`src/rtl/assert_macros.svh`:
```
// ----------------------------------------------------------------------------
// Assertion macros
// Shared concurrent assertion wrappers for the chunked body decoder.
// ----------------------------------------------------------------------------
`ifndef ASSERT_MACROS_SVH
`define ASSERT_MACROS_SVH

// Check a property on the rising clock edge while reset is released.
`define HCBD_ASSERT(name, clk, rst_n, prop) \
  name: assert property (@(posedge clk) disable iff (!rst_n) prop) \
    else $error("hcbd assertion failed");

// Check a property on the rising clock edge at all times, reset included.
`define HCBD_ASSERT_ALWAYS(name, clk, prop) \
  name: assert property (@(posedge clk) prop) \
    else $error("hcbd assertion failed");

`endif

```
`src/rtl/hcbd_pkg.sv`:
```
// ----------------------------------------------------------------------------
// hcbd_pkg
// Types, byte codes and helpers for the chunked body decoder.
// ----------------------------------------------------------------------------
package hcbd_pkg;

  typedef enum logic [1:0] {
    ST_COMPLETE     = 2'd0,
    ST_BAD_SIZE     = 2'd1,
    ST_BAD_DATA_END = 2'd2,
    ST_EARLY_END    = 2'd3
  } status_e;

  localparam logic [7:0] CH_CR   = 8'h0D;
  localparam logic [7:0] CH_LF   = 8'h0A;
  localparam logic [7:0] CH_TAB  = 8'h09;
  localparam logic [7:0] CH_SP   = 8'h20;
  localparam logic [7:0] CH_SEMI = 8'h3B;

  localparam logic [2:0] TRL_NONE = 3'd0;
  localparam logic [2:0] TRL_CR   = 3'd1;
  localparam logic [2:0] TRL_CRLF = 3'd2;
  localparam logic [2:0] TRL_CR2  = 3'd3;
  localparam logic [2:0] TRL_END  = 3'd4;

  // {is_digit, value}
  function automatic logic [4:0] hex_value(input logic [7:0] b);
    logic [4:0] r;
    r = '0;
    if (b >= 8'h30 && b <= 8'h39) begin
      r = {1'b1, 4'(b - 8'h30)};
    end else if (b >= 8'h61 && b <= 8'h66) begin
      r = {1'b1, 4'(b - 8'h57)};
    end else if (b >= 8'h41 && b <= 8'h46) begin
      r = {1'b1, 4'(b - 8'h37)};
    end
    return r;
  endfunction

  function automatic logic is_white(input logic [7:0] b);
    return (b == CH_SP) || (b >= CH_TAB && b <= CH_CR);
  endfunction

endpackage

```
`src/rtl/hcbd_in_if.sv`:
```
// ----------------------------------------------------------------------------
// hcbd_in_if
// Raw body byte channel with valid/ready handshake.
// ----------------------------------------------------------------------------
interface hcbd_in_if;
  logic       valid;
  logic       ready;
  logic [7:0] data_byte;
  logic       first;
  logic       last;

  modport source (output valid, output data_byte, output first, output last, input ready);
  modport sink   (input valid, input data_byte, input first, input last, output ready);
endinterface

```
`src/rtl/hcbd_out_if.sv`:
```
// ----------------------------------------------------------------------------
// hcbd_out_if
// Decoded result channel with valid/ready handshake.
// ----------------------------------------------------------------------------
interface hcbd_out_if;
  logic              valid;
  logic              ready;
  logic              out_valid;
  logic [7:0]        out_byte;
  logic              done_res;
  hcbd_pkg::status_e status;

  modport source (output valid, output out_valid, output out_byte, output done_res,
                  output status, input ready);
  modport sink   (input valid, input out_valid, input out_byte, input done_res,
                  input status, output ready);
endinterface

```
`src/rtl/http_chunked_body_decoder_core.sv`:
```
// ----------------------------------------------------------------------------
// http_chunked_body_decoder_core
// HTTP/1.1 chunked body decoder: one raw byte in, one result out per transfer.
// ----------------------------------------------------------------------------
// Channel | Dir | Payload                                   | Handshake
// in_i    | in  | data_byte[7:0], first, last               | valid/ready
// out_o   | out | out_valid, out_byte[7:0], done_res, status | valid/ready
//
// One byte per cycle sustained while out_o.ready holds; each byte passes the
// input register, then parse logic into the result register.
// Reset (rst_ni, async) clears the handshake and parser state.
// in_i.ready drops only while both the input and result registers are full
// and the result is not being taken.
`include "assert_macros.svh"

module http_chunked_body_decoder_core #(
  parameter int SIZE_WIDTH = 32
) (
  input  logic       clk_i,
  input  logic       rst_ni,
  hcbd_in_if.sink    in_i,
  hcbd_out_if.source out_o
);
  import hcbd_pkg::*;

  typedef enum logic [2:0] {
    PH_SIZE    = 3'd0,
    PH_EXT     = 3'd1,
    PH_DATA    = 3'd2,
    PH_DATA_CR = 3'd3,
    PH_DATA_LF = 3'd4,
    PH_TRAILER = 3'd5,
    PH_DONE    = 3'd6
  } phase_e;

  typedef struct packed {
    logic       out_valid;
    logic [7:0] out_byte;
    logic       done_res;
    status_e    status;
  } result_t;

  logic                  in_vld_q;
  logic [7:0]            byte_q;
  logic                  first_q;
  logic                  last_q;
  logic                  out_vld_q;
  result_t               res_q;
  result_t               res_d;
  logic                  out_load;

  phase_e                phase_q,   phase_d;
  logic [SIZE_WIDTH-1:0] size_q,    size_d;
  logic                  digits_q,  digits_d;
  logic                  space_q,   space_d;
  logic                  pcr_q,     pcr_d;
  logic [2:0]            trl_q,     trl_d;
  status_e               code_q,    code_d;

  assign out_load = in_vld_q && (!out_vld_q || out_o.ready);
  assign in_i.ready = !in_vld_q || out_load;

  always_comb begin
    logic [4:0] hv;
    hv        = hex_value(byte_q);
    phase_d   = phase_q;
    size_d    = size_q;
    digits_d  = digits_q;
    space_d   = space_q;
    pcr_d     = pcr_q;
    trl_d     = trl_q;
    code_d    = code_q;
    res_d     = '0;

    if (first_q) begin
      phase_d  = PH_SIZE;
      size_d   = '0;
      digits_d = 1'b0;
      space_d  = 1'b0;
      pcr_d    = 1'b0;
      trl_d    = TRL_CRLF;
      code_d   = ST_COMPLETE;
    end

    unique case (phase_d)
      PH_SIZE, PH_EXT: begin
        if (byte_q == CH_LF && pcr_d) begin
          pcr_d   = 1'b0;
          space_d = 1'b0;
          if (!digits_d) begin
            phase_d = PH_SIZE;
          end else begin
            digits_d = 1'b0;
            if (size_d == '0) begin
              phase_d = PH_TRAILER;
              trl_d   = TRL_CRLF;
            end else begin
              phase_d = PH_DATA;
            end
          end
        end else begin
          if (pcr_d) begin
            pcr_d = 1'b0;
            if (phase_d == PH_SIZE && digits_d) space_d = 1'b1;
          end
          if (byte_q == CH_CR) begin
            pcr_d = 1'b1;
          end else if (is_white(byte_q)) begin
            if (phase_d == PH_SIZE && digits_d) space_d = 1'b1;
          end else if (phase_d == PH_SIZE) begin
            if (hv[4]) begin
              if (space_d || size_d[SIZE_WIDTH-1 -: 4] != 4'd0) begin
                phase_d = PH_DONE;
                code_d  = ST_BAD_SIZE;
              end else begin
                size_d   = {size_d[SIZE_WIDTH-5:0], hv[3:0]};
                digits_d = 1'b1;
              end
            end else if (byte_q == CH_SEMI && digits_d) begin
              phase_d = PH_EXT;
            end else begin
              phase_d = PH_DONE;
              code_d  = ST_BAD_SIZE;
            end
          end
        end
      end
      PH_DATA: begin
        res_d.out_valid = 1'b1;
        res_d.out_byte  = byte_q;
        size_d          = size_d - SIZE_WIDTH'(1);
        if (size_d == '0) phase_d = PH_DATA_CR;
      end
      PH_DATA_CR: begin
        if (byte_q == CH_CR) begin
          phase_d = PH_DATA_LF;
        end else begin
          phase_d = PH_DONE;
          code_d  = ST_BAD_DATA_END;
        end
      end
      PH_DATA_LF: begin
        if (byte_q == CH_LF) begin
          phase_d = PH_SIZE;
        end else begin
          phase_d = PH_DONE;
          code_d  = ST_BAD_DATA_END;
        end
      end
      PH_TRAILER: begin
        if (byte_q == CH_CR) begin
          trl_d = (trl_d == TRL_CRLF) ? TRL_CR2 : TRL_CR;
        end else if (byte_q == CH_LF) begin
          trl_d = (trl_d == TRL_CR) ? TRL_CRLF : (trl_d == TRL_CR2) ? TRL_END : TRL_NONE;
        end else begin
          trl_d = TRL_NONE;
        end
        if (trl_d == TRL_END) begin
          phase_d = PH_DONE;
          code_d  = ST_COMPLETE;
        end
      end
      default: begin
      end
    endcase

    if (last_q && phase_d != PH_DONE) begin
      phase_d = PH_DONE;
      code_d  = ST_EARLY_END;
    end

    res_d.done_res = (phase_d == PH_DONE);
    res_d.status   = (phase_d == PH_DONE) ? code_d : ST_COMPLETE;
  end

  always_ff @(posedge clk_i or negedge rst_ni) begin
    if (!rst_ni) begin
      in_vld_q  <= 1'b0;
      out_vld_q <= 1'b0;
      phase_q   <= PH_SIZE;
      size_q    <= '0;
      digits_q  <= 1'b0;
      space_q   <= 1'b0;
      pcr_q     <= 1'b0;
      trl_q     <= TRL_CRLF;
      code_q    <= ST_COMPLETE;
    end else begin
      if (in_i.ready) begin
        in_vld_q <= in_i.valid;
      end
      if (out_load) begin
        out_vld_q <= 1'b1;
        phase_q   <= phase_d;
        size_q    <= size_d;
        digits_q  <= digits_d;
        space_q   <= space_d;
        pcr_q     <= pcr_d;
        trl_q     <= trl_d;
        code_q    <= code_d;
      end else if (out_o.ready) begin
        out_vld_q <= 1'b0;
      end
    end
  end

  always_ff @(posedge clk_i) begin
    if (in_i.valid && in_i.ready) begin
      byte_q  <= in_i.data_byte;
      first_q <= in_i.first;
      last_q  <= in_i.last;
    end
    if (out_load) begin
      res_q <= res_d;
    end
  end

  assign out_o.valid     = out_vld_q;
  assign out_o.out_valid = res_q.out_valid;
  assign out_o.out_byte  = res_q.out_byte;
  assign out_o.done_res  = res_q.done_res;
  assign out_o.status    = res_q.status;

  `HCBD_ASSERT(a_status_needs_done, clk_i, rst_ni, out_o.valid && !out_o.done_res |-> out_o.status == ST_COMPLETE)
  `HCBD_ASSERT(a_data_count_live, clk_i, rst_ni, phase_q == PH_DATA |-> size_q != '0)
  `HCBD_ASSERT(a_held_item_kept, clk_i, rst_ni, in_vld_q && !out_load |=> in_vld_q && $stable(byte_q))

endmodule
```
`src/flat_wrapper.sv`:
```
// flat-port wrapper written by rule: the top's interface ports become plain ports
module http_chunked_body_decoder_core_flat import hcbd_pkg::*;
#(
  parameter int SIZE_WIDTH = 32
)
  (clk_i, rst_ni, in_i_valid, in_i_data_byte, in_i_first, in_i_last, in_i_ready, out_o_valid, out_o_out_valid, out_o_out_byte, out_o_done_res, out_o_status, out_o_ready);
  hcbd_in_if in_i_i ();
  hcbd_out_if out_o_i ();
  input  logic clk_i;
  input  logic rst_ni;
  input wire logic [$bits(in_i_i.valid)-1:0] in_i_valid;
  input wire logic [$bits(in_i_i.data_byte)-1:0] in_i_data_byte;
  input wire logic [$bits(in_i_i.first)-1:0] in_i_first;
  input wire logic [$bits(in_i_i.last)-1:0] in_i_last;
  output wire logic [$bits(in_i_i.ready)-1:0] in_i_ready;
  output wire logic [$bits(out_o_i.valid)-1:0] out_o_valid;
  output wire logic [$bits(out_o_i.out_valid)-1:0] out_o_out_valid;
  output wire logic [$bits(out_o_i.out_byte)-1:0] out_o_out_byte;
  output wire logic [$bits(out_o_i.done_res)-1:0] out_o_done_res;
  output wire logic [$bits(out_o_i.status)-1:0] out_o_status;
  input wire logic [$bits(out_o_i.ready)-1:0] out_o_ready;
  assign in_i_i.valid = in_i_valid;
  assign in_i_i.data_byte = in_i_data_byte;
  assign in_i_i.first = in_i_first;
  assign in_i_i.last = in_i_last;
  assign in_i_ready = in_i_i.ready;
  assign out_o_valid = out_o_i.valid;
  assign out_o_out_valid = out_o_i.out_valid;
  assign out_o_out_byte = out_o_i.out_byte;
  assign out_o_done_res = out_o_i.done_res;
  assign out_o_status = out_o_i.status;
  assign out_o_i.ready = out_o_ready;
  http_chunked_body_decoder_core #(.SIZE_WIDTH(SIZE_WIDTH)) u_core (.clk_i(clk_i), .rst_ni(rst_ni), .in_i(in_i_i), .out_o(out_o_i));
endmodule
```
`config.mk`:
```
export PLATFORM = sky130hd
export DESIGN_NAME = http_chunked_body_decoder_core_flat
export DESIGN_NICKNAME = d
export VERILOG_FILES = /design/src/rtl/hcbd_pkg.sv /design/src/rtl/hcbd_in_if.sv /design/src/rtl/hcbd_out_if.sv /design/src/rtl/http_chunked_body_decoder_core.sv /design/src/flat_wrapper.sv
export VERILOG_INCLUDE_DIRS = /design/src /design/src/rtl
export SDC_FILE = /design/constraint.sdc
export NUM_CORES = 1
export LEC_CHECK = 0
export BUFFER_PORTS_ARGS = -buffer_cell sky130_fd_sc_hd__buf_2
export CAP_MARGIN = 20
export CORE_UTILIZATION = 30
export CTS_CLUSTER_DIAMETER = 30
export DETAILED_ROUTE_END_ITERATION = 16
export GPL_TIMING_DRIVEN = 0
export MAX_ROUTING_LAYER = met4
export PLACE_DENSITY = 0.43
export SLEW_MARGIN = 30
export SYNTH_ARGS = -nofsm -noshare
export SYNTH_HDL_FRONTEND = slang
export SYNTH_SLANG_ARGS = --single-unit
export TNS_END_PERCENT = 30
```
`constraint.sdc`:
```
create_clock -name clk_i -period 6.95 [get_ports clk_i]
set_input_delay 1.0425 -clock clk_i [delete_from_list [all_inputs] [get_ports clk_i]]
set_output_delay 1.0425 -clock clk_i [all_outputs]
set_load 0.005 [all_outputs]
```
# Word level (Yosys, flattened, before mapping)
# Cells that the tools add are included.
# op_classes
mul	0
muxes	76
n_bitwise	0
addsub	4
eq_ne	15
magnitude_cmp	8
n_reduce_logical	22
shift	0
div_mod_pow	0
# op_table
op	count
$mux W32	7
$mux W3	23
$logic_not A32 Y1	2
$pmux W32 S2	1
$sub A32 B1 Y32 const B	1
$mux W2	14
$mux W1	24
$eq A8 B4 Y1 const B	2
$eq A8 B6 Y1 const B	2
$ge A8 B7 Y1 const B	2
$le A8 B7 Y1 const B	2
$mux W5	3
$pmux W3 S5	1
$eq A3 B2 Y1 const B	4
$eq A3 B3 Y1 const B	4
$logic_and A1 B1 Y1	10
$mux W9	1
$ge A8 B4 Y1 const B	1
$ge A8 B6 Y1 const B	1
$le A8 B4 Y1 const B	1
$le A8 B6 Y1 const B	1
$pmux W2 S4	1
$sub A4 B3 Y4 const B	2
$eq A3 B1 Y1 const B	2
other kinds (9)	13
# word_totals
regBits	67
ram_bits	0
n_memories	0
latch_bits	0
romBits	0

# Depth between registers and ports, before layout
# Gate-level depths: netlist (run 1).
# logic_depth
ltp_word	19
mapped_depth	14
depth_no_buf	11

# Worst setup path after synthesis (run 1)
# No wires, ideal clock.
# synth_timing
path_type	register to register
startpoint	register u_core.first_q
endpoint	register u_core.phase_q[0]
path_slack_ns	3.880
t_required_ns	6.855
period_less_slack_ns	3.070
arrival_ns	2.975
setup_time_ns	0.095
stages_incl_launch_ff	14
path_cell_list	edfxtp_1 -> clkbuf_1 -> inv_1 -> clkbuf_1 -> clkbuf_1 -> nand2_1 -> ha_1 -> o21ai_1 -> a2111oi_1 -> and3b_1 -> nor3_1 -> nor3_1 -> nand3_1 -> o31ai_1
# synth_via
elab_chain_len	18
# synth_rtl
item	line	rtl
start: declaration	http_chunked_body_decoder_core.sv:45	logic first_q;
start signal: assignment	http_chunked_body_decoder_core.sv:209	first_q <= in_i.first;
parallel branches: the longest is 14 deep, another holds $sub A32 B1 Y32	-	
$pmux W3 S5 (*)	http_chunked_body_decoder_core.sv:85	unique case (phase_d)
$ne A3 B3 Y1	http_chunked_body_decoder_core.sv:167	if (last_q && phase_d != PH_DONE) begin
$logic_and A1 B1 Y1	http_chunked_body_decoder_core.sv:167	
$mux W3 (*)	http_chunked_body_decoder_core.sv:167	
end signal: assignment	http_chunked_body_decoder_core.sv:193	phase_q <= phase_d;
end: declaration	http_chunked_body_decoder_core.sv:52	phase_e phase_q, phase_d;
# Mark *: on every way between the ends. The select of a mux whose other input is x is not followed.
# A chain may end at the register's enable or synchronous reset.

# Worst setup path after layout (run 1)
# Same ends and word-level chain as after synthesis.

==> flow_metrics.env, run 1 <==
export IMPL_ant_nets=0
export IMPL_critPathMaxFanout=10
export IMPL_worst_setup_path_type="flop to flop"
export IMPL_synth_flop_cell="dfrtp_1"
export IMPL_setup_viol=0
export IMPL_ff2ff_path_depth=13
export IMPL_grt_max_degree=46
export IMPL_whs_path_depth=2
export IMPL_nets=665
export IMPL_viasPerCell=5.950
export IMPL_cp_required_ns=7.20
export IMPL_grt_total_usage_pct=23.53
export IMPL_gr_total_overflow=0
export IMPL_synth_avg_cell_area_um2=8.376
export IMPL_synthArstFlopShare_pct=67.16
export IMPL_holdCritStartpoint="u_core.space_q"
export IMPL_tightest_slew_ns=0.9843
export IMPL_slew_viol_final=0
export IMPL_cp_common_cell="clkbuf_1"
export IMPL_fill_cells=1735
export IMPL_period_minus_slack_ns=4.638
export IMPL_synth_edf_count=22
export IMPL_timing_fmax_mhz=215.6
export IMPL_clock_sinks=67
export IMPL_row_count=47
export IMPL_hold_violations=0
export IMPL_dp_hpwl_mm=13.68
export IMPL_first_iter_violations=557
export IMPL_worstPathCellList="clkbuf_1, inv_1, clkbuf_1, clkbuf_1, nand2_1, ha_1, o21ai_1, a21oi_1, o32ai_1, nand4_1, nor4_1, nand4_1, o31ai_1"
export IMPL_yosysSeqAreaShare_pct=35.28
export IMPL_drt_wirelength_per_cell_um=22.10
export IMPL_cts_hold_buf=0
export IMPL_place_congestion=0.9482
export IMPL_die_area_um2=17410
export IMPL_max_vdd_ir_drop_v=0.0001386
export IMPL_grt_pass1_wl_mm=30.31
export IMPL_synth_seq_cells=67
export IMPL_clock_latency_ns=0.35
export IMPL_core_area_um2=16520
export IMPL_syn_area_um2=5067
export IMPL_post_route_drc_count=0
export IMPL_grt_pass1_vias=5024
export IMPL_max_stage_delay_ns=0.60
export IMPL_fin_tns_setup_ns=0
export IMPL_skew_ns=0.008459
export IMPL_cts_buffers=9
export IMPL_cts_buffer_depth=2
export IMPL_p_leak_nw=2.222
export IMPL_reg2reg_setup_slack_ns=2.31
export IMPL_syn_to_final_growth_pct=14.49
export IMPL_layout_commonest_cell="o21ai_0"
export IMPL_clk_pin_slew_worst_paths_ns=0.07
export IMPL_crit_path_start_kind="flop"
export IMPL_syn_nets=627
export IMPL_rsz0062_at_grt="no"
export IMPL_die_y_um=132.0
export IMPL_max_cap_viol_count=0
export IMPL_io_pins=28
export IMPL_synthCells=605
export IMPL_maxSlewHeadroom_pct=33.94
export IMPL_status="finished clean"
export IMPL_antenna_found_initial=0
export IMPL_clockRootBuffer="clkbuf_16"
export IMPL_min_period_over_period_pct=66.74
export IMPL_hold_class="flop to flop"
export IMPL_drive_above_1_share_pct=11.27
export IMPL_yosysWarnings=0
export IMPL_utilization_pct=35.11
export IMPL_cts_setup_buffers=0
export IMPL_initial_utilization_pct=30.67
export IMPL_endpoint_kind="flop"
export IMPL_cp_slowest_cell="clkbuf_1"
export IMPL_drt_wl_total_mm=19.19
export IMPL_cts_repair_resized=0
export IMPL_hold_end="u_core.space_q"
export IMPL_port_buffers=27
export IMPL_tritoncts="built"
export IMPL_n_antenna_cell=0
export IMPL_htree_num_levels=3
export IMPL_ys_types=79
export IMPL_pwr_density_cell_nw_per_um2=303.3
export IMPL_worstPathArrival_ns=4.89
export IMPL_r2r_start="u_core.first_q"
export IMPL_routed_via_count=5165
export IMPL_reg2reg_to="u_core.phase_q[0]"
export IMPL_mostFrequentLayoutCells="o21ai_0 (52), nor2_1 (49), clkbuf_1 (48)"
export IMPL_die_x_um=132.0
export IMPL_dr_pass1_iters=5
==> Yosys cell counts (8+ instances only) <==
cell type / number / area, um2
nand4_1: 10 / 62.56
nand2_1: 44 / 165.2
inv_1: 14 / 52.55
xor2_1: 8 / 70.07
xnor2_1: 8 / 70.07
and2_1: 11 / 68.82
o22ai_1: 17 / 106.4
ha_1: 8 / 100.1
nand3_1: 9 / 45.04
a22o_1: 19 / 166.4
o21ai_0: 52 / 260.3
a31oi_1: 10 / 62.56
mux2i_1: 20 / 200.2
clkbuf_1: 49 / 183.9
nor3_1: 16 / 80.08
nor4_1: 22 / 137.6
nor2_1: 49 / 183.9
dfrtp_1: 44 / 1101
nand2b_1: 10 / 62.56
a21oi_1: 39 / 195.2
edfxtp_1: 22 / 660.6
nor2b_1: 10 / 62.56
==> layer usage <==
metal / vias up / wire length (um) / global-route usage (%)
met5: - / 0 / -
met4: 0 / 614 / 10.92
met3: 35 / 991 / 2.922
met2: 177 / 8858 / 35.68
met1: 2578 / 8724 / 31.19
li1: 2375 / - / -
==> sequential cells by signal (all words and copies together), names as in the netlist <==
| register | count |
|---|---|
| u_core.byte_q | 8 |
| u_core.in_vld_q | 1 |
| u_core.out_o.out_byte | 8 |
| u_core.out_o.valid | 1 |
| u_core.out_o.done_res | 1 |
| u_core.size_q | 32 |
| u_core.first_q | 1 |
| u_core.pcr_q | 1 |
| u_core.code_q | 2 |
| u_core.space_q | 1 |
| u_core.last_q | 1 |
| u_core.trl_q | 3 |
| u_core.out_o.out_valid | 1 |
| u_core.out_o.status | 2 |
| u_core.digits_q | 1 |
| u_core.phase_q | 3 |
==> area by class of cell <==
| type | instances | area [um2] | area share (%) |
|---|---|---|---|
| inverter | 14 | 52.55 | 0.9058 |
| clock buffer | 9 | 225.2 | 3.882 |
| tap | 220 | 275.3 | 4.744 |
| buffer | 58 | 235.2 | 4.054 |
| multi-input combinational | 466 | 3009 | 51.87 |
| sequential | 67 | 1788 | 30.82 |
| timing repair buffer | 27 | 137.6 | 2.372 |
| clock inverter | 7 | 78.83 | 1.359 |
==> worst max-delay path by stage <==
stage	start	endpoint	slack, ns
2_1_floorplan	u_core.first_q	u_core.phase_q[0]	3.88
3_3_place_gp	u_core.first_q	u_core.phase_q[0]	2.33
3_5_place_dp	u_core.first_q	u_core.phase_q[0]	2.43
4_1_cts	u_core.first_q	u_core.phase_q[0]	2.38
5_1_grt	u_core.first_q	u_core.phase_q[0]	2.01
6_report	u_core.first_q	u_core.phase_q[0]	2.31
==> critical path: cells and delay by family, from the launching register on <==
| kind | cells | cell delay, ns |
|---|---|---|
| compound gates | 4 | 1.20 |
| fa+ha+maj | 1 | 0.32 |
| buf+inv | 4 | 1.68 |
| flops | 1 | 0.36 |
| simple gates | 4 | 0.95 |
==> cells by family (layout without fill, tap and decap cells) <==
logic type      count (synthesis)  after routing  share of synthesized area, %
fa+ha+maj                       8              8                         1.975
buf+inv                        72            115                         5.654
simple gates                  222            222                         24.30
flops                          67             67                         35.28
xor+xnor                       16             16                         2.766
mux                            21             21                         4.173
compound gates                199            199                         25.85
==> per-stage QoR <==
step / power [mW] / cells / setup WS [ns] / cell area, um2 / hold slack [ns]
6_report: 1.760 / 868 / 2.312 / 5802 / 0.4929
5_1_grt: 1.859 / 868 / 2.009 / 5802 / 0.5452
4_1_cts: 1.756 / 868 / 2.375 / 5802 / 0.4942
3_5_place_dp: 1.254 / 852 / 2.433 / 5498 / 0.4774
3_3_place_gp: 1.250 / 852 / 2.326 / 5478 / 0.4715
2_1_floorplan: 1.038 / 605 / 3.880 / 5067 / 0.4432
==> power breakdown <==
part	leakage (nW)	switching (mW)	internal, mW
combinational	1.26	0.482	0.280
sequential	0.809	0.0432	0.455
clock	0.152	0.214	0.284
Note: power is estimated with default switching activity, not from simulation.
==> run 2, diff against run 1 <==
Settings changed: ABC_AREA from default to 1.
Clock period 6.95 ns to 4.75 ns, I/O delays scaled along.
==> run 2 against run 1 <==
Effect of this change:
- register-to-register slack got worse by 0.80 ns
- total power is 79% higher
- via count grew 12%
- final area up 6.3%
- area after synthesis is 7.4% higher
- sequential power rose by 84%
- critical path type unchanged
- largest power group unchanged
==> flow_metrics.env, run 2 <==
export IMPL_synthArstFlopShare_pct=67.16
export IMPL_r2r_start="u_core.first_q"
export IMPL_port_buffers=27
export IMPL_dr_pass1_iters=5
export IMPL_cts_repair_resized=0
export IMPL_synth_flop_cell="dfrtp_1"
export IMPL_cts_hold_buf=0
export IMPL_rsz0062_at_grt="no"
export IMPL_synth_seq_cells=67
export IMPL_syn_nets=846
export IMPL_period_minus_slack_ns=3.237
export IMPL_fin_total_pwr_mw=3.149
export IMPL_timing_fmax_mhz=308.9
export IMPL_syn_to_final_growth_pct=13.34
export IMPL_critPathMaxFanout=10
export IMPL_fin_cells=1092
export IMPL_nets=884
export IMPL_final_seq_area_um2=1788
export IMPL_yosysTopAreaCellShare_pct=20.24
export IMPL_worst_setup_path_type="flop to flop"
export IMPL_hold_class="input pin to async pin"
export IMPL_use_met1_pct=29.46
export IMPL_grt_max_degree=46
export IMPL_clockRootBuffer="clkbuf_16"
export IMPL_layout_commonest_cell="nand2_1"
export IMPL_die_area_um2=18680
export IMPL_cts_setup_buffers=0
export IMPL_slew_viol_final=0
export IMPL_synth_commonest_cells="nand2_1 (224), nor2_1 (109), inv_1 (81)"
export IMPL_ff2ff_path_depth=21
export IMPL_clock_latency_ns=0.35
export IMPL_ant_nets=0
export IMPL_dp_hpwl_mm=15.03
export IMPL_min_period_over_period_pct=68.15
export IMPL_maxSlewHeadroom_pct=43.82
export IMPL_grt_met3_usage_pct=3.519
export IMPL_max_cap_viol_count=0
export IMPL_tritoncts="built"
export IMPL_place_congestion=0.9471
export IMPL_initial_utilization_pct=31.13
export IMPL_met2_usage_pct=38.89
export IMPL_endpoint_kind="flop"
export IMPL_drt_wirelength_per_cell_um=18.44
export IMPL_synth_area_leaders="dfrtp_1 (20%), nand2_1 (15%), edfxtp_1 (12%)"
export IMPL_cts_buffer_depth=2
export IMPL_skew_ns=0.008334
export IMPL_drive_above_1_share_pct=13.15
export IMPL_clock_sinks=67
export IMPL_first_iter_violations=378
export IMPL_yosysWarnings=0
export IMPL_die_y_um=136.7
export IMPL_cp_required_ns=4.86
export IMPL_syn_area_um2=5440
export IMPL_n_antenna_cell=0
export IMPL_grt_pass1_vias=5510
export IMPL_setup_viol=0
export IMPL_worst_slack_ns=1.513
export IMPL_worstPathArrival_ns=3.34
export IMPL_row_count=48
export IMPL_dp_slack_ns=1.617
export IMPL_crit_path_start_kind="flop"
export IMPL_fin_tns_setup_ns=0
export IMPL_reg2reg_setup_slack_ns=1.51
export IMPL_grt_total_usage_pct=23.43
export IMPL_top_usage_layer="met2"
export IMPL_antenna_found_initial=0
export IMPL_fill_cells=1912
export IMPL_largest_reg_flops=32
export IMPL_p_leak_nw=2.889
export IMPL_post_route_drc_count=0
export IMPL_reg2reg_to="u_core.out_o.status[1]"
export IMPL_core_area_um2=17480
export IMPL_ys_types=45
export IMPL_io_pins=28
export IMPL_synth_avg_cell_area_um2=6.602
export IMPL_max_vdd_ir_drop_v=0.0001810
export IMPL_htree_num_levels=3
export IMPL_gr_total_overflow=0
export IMPL_yosysSeqAreaShare_pct=32.87
export IMPL_hold_violations=0
export IMPL_yosysMostFrequentCell="nand2_1"
export IMPL_setup_worst_path_start="u_core.first_q"
export IMPL_multiInputGateArea_um2=3142
export IMPL_pwr_density_cell_nw_per_um2=510.7
export IMPL_drt_wl_total_mm=20.13
export IMPL_synth_top_area_cell="dfrtp_1"
export IMPL_synth_edf_count=22
export IMPL_top_register="u_core.size_q"
export IMPL_status="finished clean"
export IMPL_die_x_um=136.7
export IMPL_clk_pin_slew_worst_paths_ns=0.06
export IMPL_routed_via_count=5767
export IMPL_synthCells=824
export IMPL_cts_buffers=9
export IMPL_placed_cells=1076
export IMPL_viasPerCell=5.281
export IMPL_grt_pass1_wl_mm=31.32
export IMPL_tightest_slew_ns=0.8363
export IMPL_mostFrequentLayoutCells="nand2_1 (224), nor2_1 (109), inv_1 (81)"
-- run 2: how the worst max path moves through the flow --
stage / slack (ns) / end
2_1_floorplan: 2.31 / u_core.out_o.status[0]
3_3_place_gp: 1.59 / u_core.out_o.status[0]
3_5_place_dp: 1.62 / u_core.out_o.status[0]
4_1_cts: 1.59 / u_core.out_o.status[0]
5_1_grt: 1.28 / u_core.out_o.status[1]
6_report: 1.51 / u_core.out_o.status[1]
-- run 2: kinds of logic (layout without fill, tap and decap cells) --
family	Yosys count	after routing	share of synthesized area (%)
XOR/XNOR	5	5	0.8049
flip-flops	67	67	32.87
buffers and inverters	119	162	9.383
adder cells (fa/ha/maj)	8	8	1.840
AND/OR/NAND/NOR	453	453	37.19
AO/OA/AOI/OAI	172	172	17.92
-- run 2: report_power, final --
group          internal (mW)  switching, mW
Clock                  0.415          0.305
Combinational          0.448           1.06
Sequential             0.783          0.135
-- run 2: layout make-up --
type                       instances  area share (%)
multi-input combinational        638           50.95
clock buffer                       9           3.653
clock inverter                     7           1.319
timing repair buffer              27           2.232
inverter                          88           5.438
buffer                            31           2.841
sequential                        67           29.00
tap                              225           4.566
-- run 2: per-stage QoR --
stage	hold WS (ns)	util, %	cell area, um2
5_1_grt	0.4531	35.28	6166
3_5_place_dp	0.4832	33.53	5859
2_1_floorplan	0.4169	-	5440
3_3_place_gp	0.4723	33.51	5857
4_1_cts	0.4302	35.28	6166
6_report	0.4133	35.28	6166
-- run 2: worst max-delay path: stages, from the launching register on --
cell,delay [ns]
edfxtp_1,0.34
buf_6,0.18
inv_6,0.07
buf_12,0.16
nand2_2,0.12
ha_1,0.20
inv_1,0.08
nor2_2,0.16
nand2_1,0.11
nor2_1,0.30
nand2_1,0.13
nand2_1,0.08
nand2_1,0.05
nor2_1,0.16
nand2_1,0.13
nor2_1,0.10
nand3_1,0.16
nand2_1,0.09
nand2_1,0.07
nand2_2,0.08
nand2_2,0.06
and2_1,0.15
-- run 2: metal layers --
metal,vias up,share of wire [%]
met5,-,0
met4,0,1.8
met3,26,4.6
met2,184,48
met1,2749,46
li1,2808,-
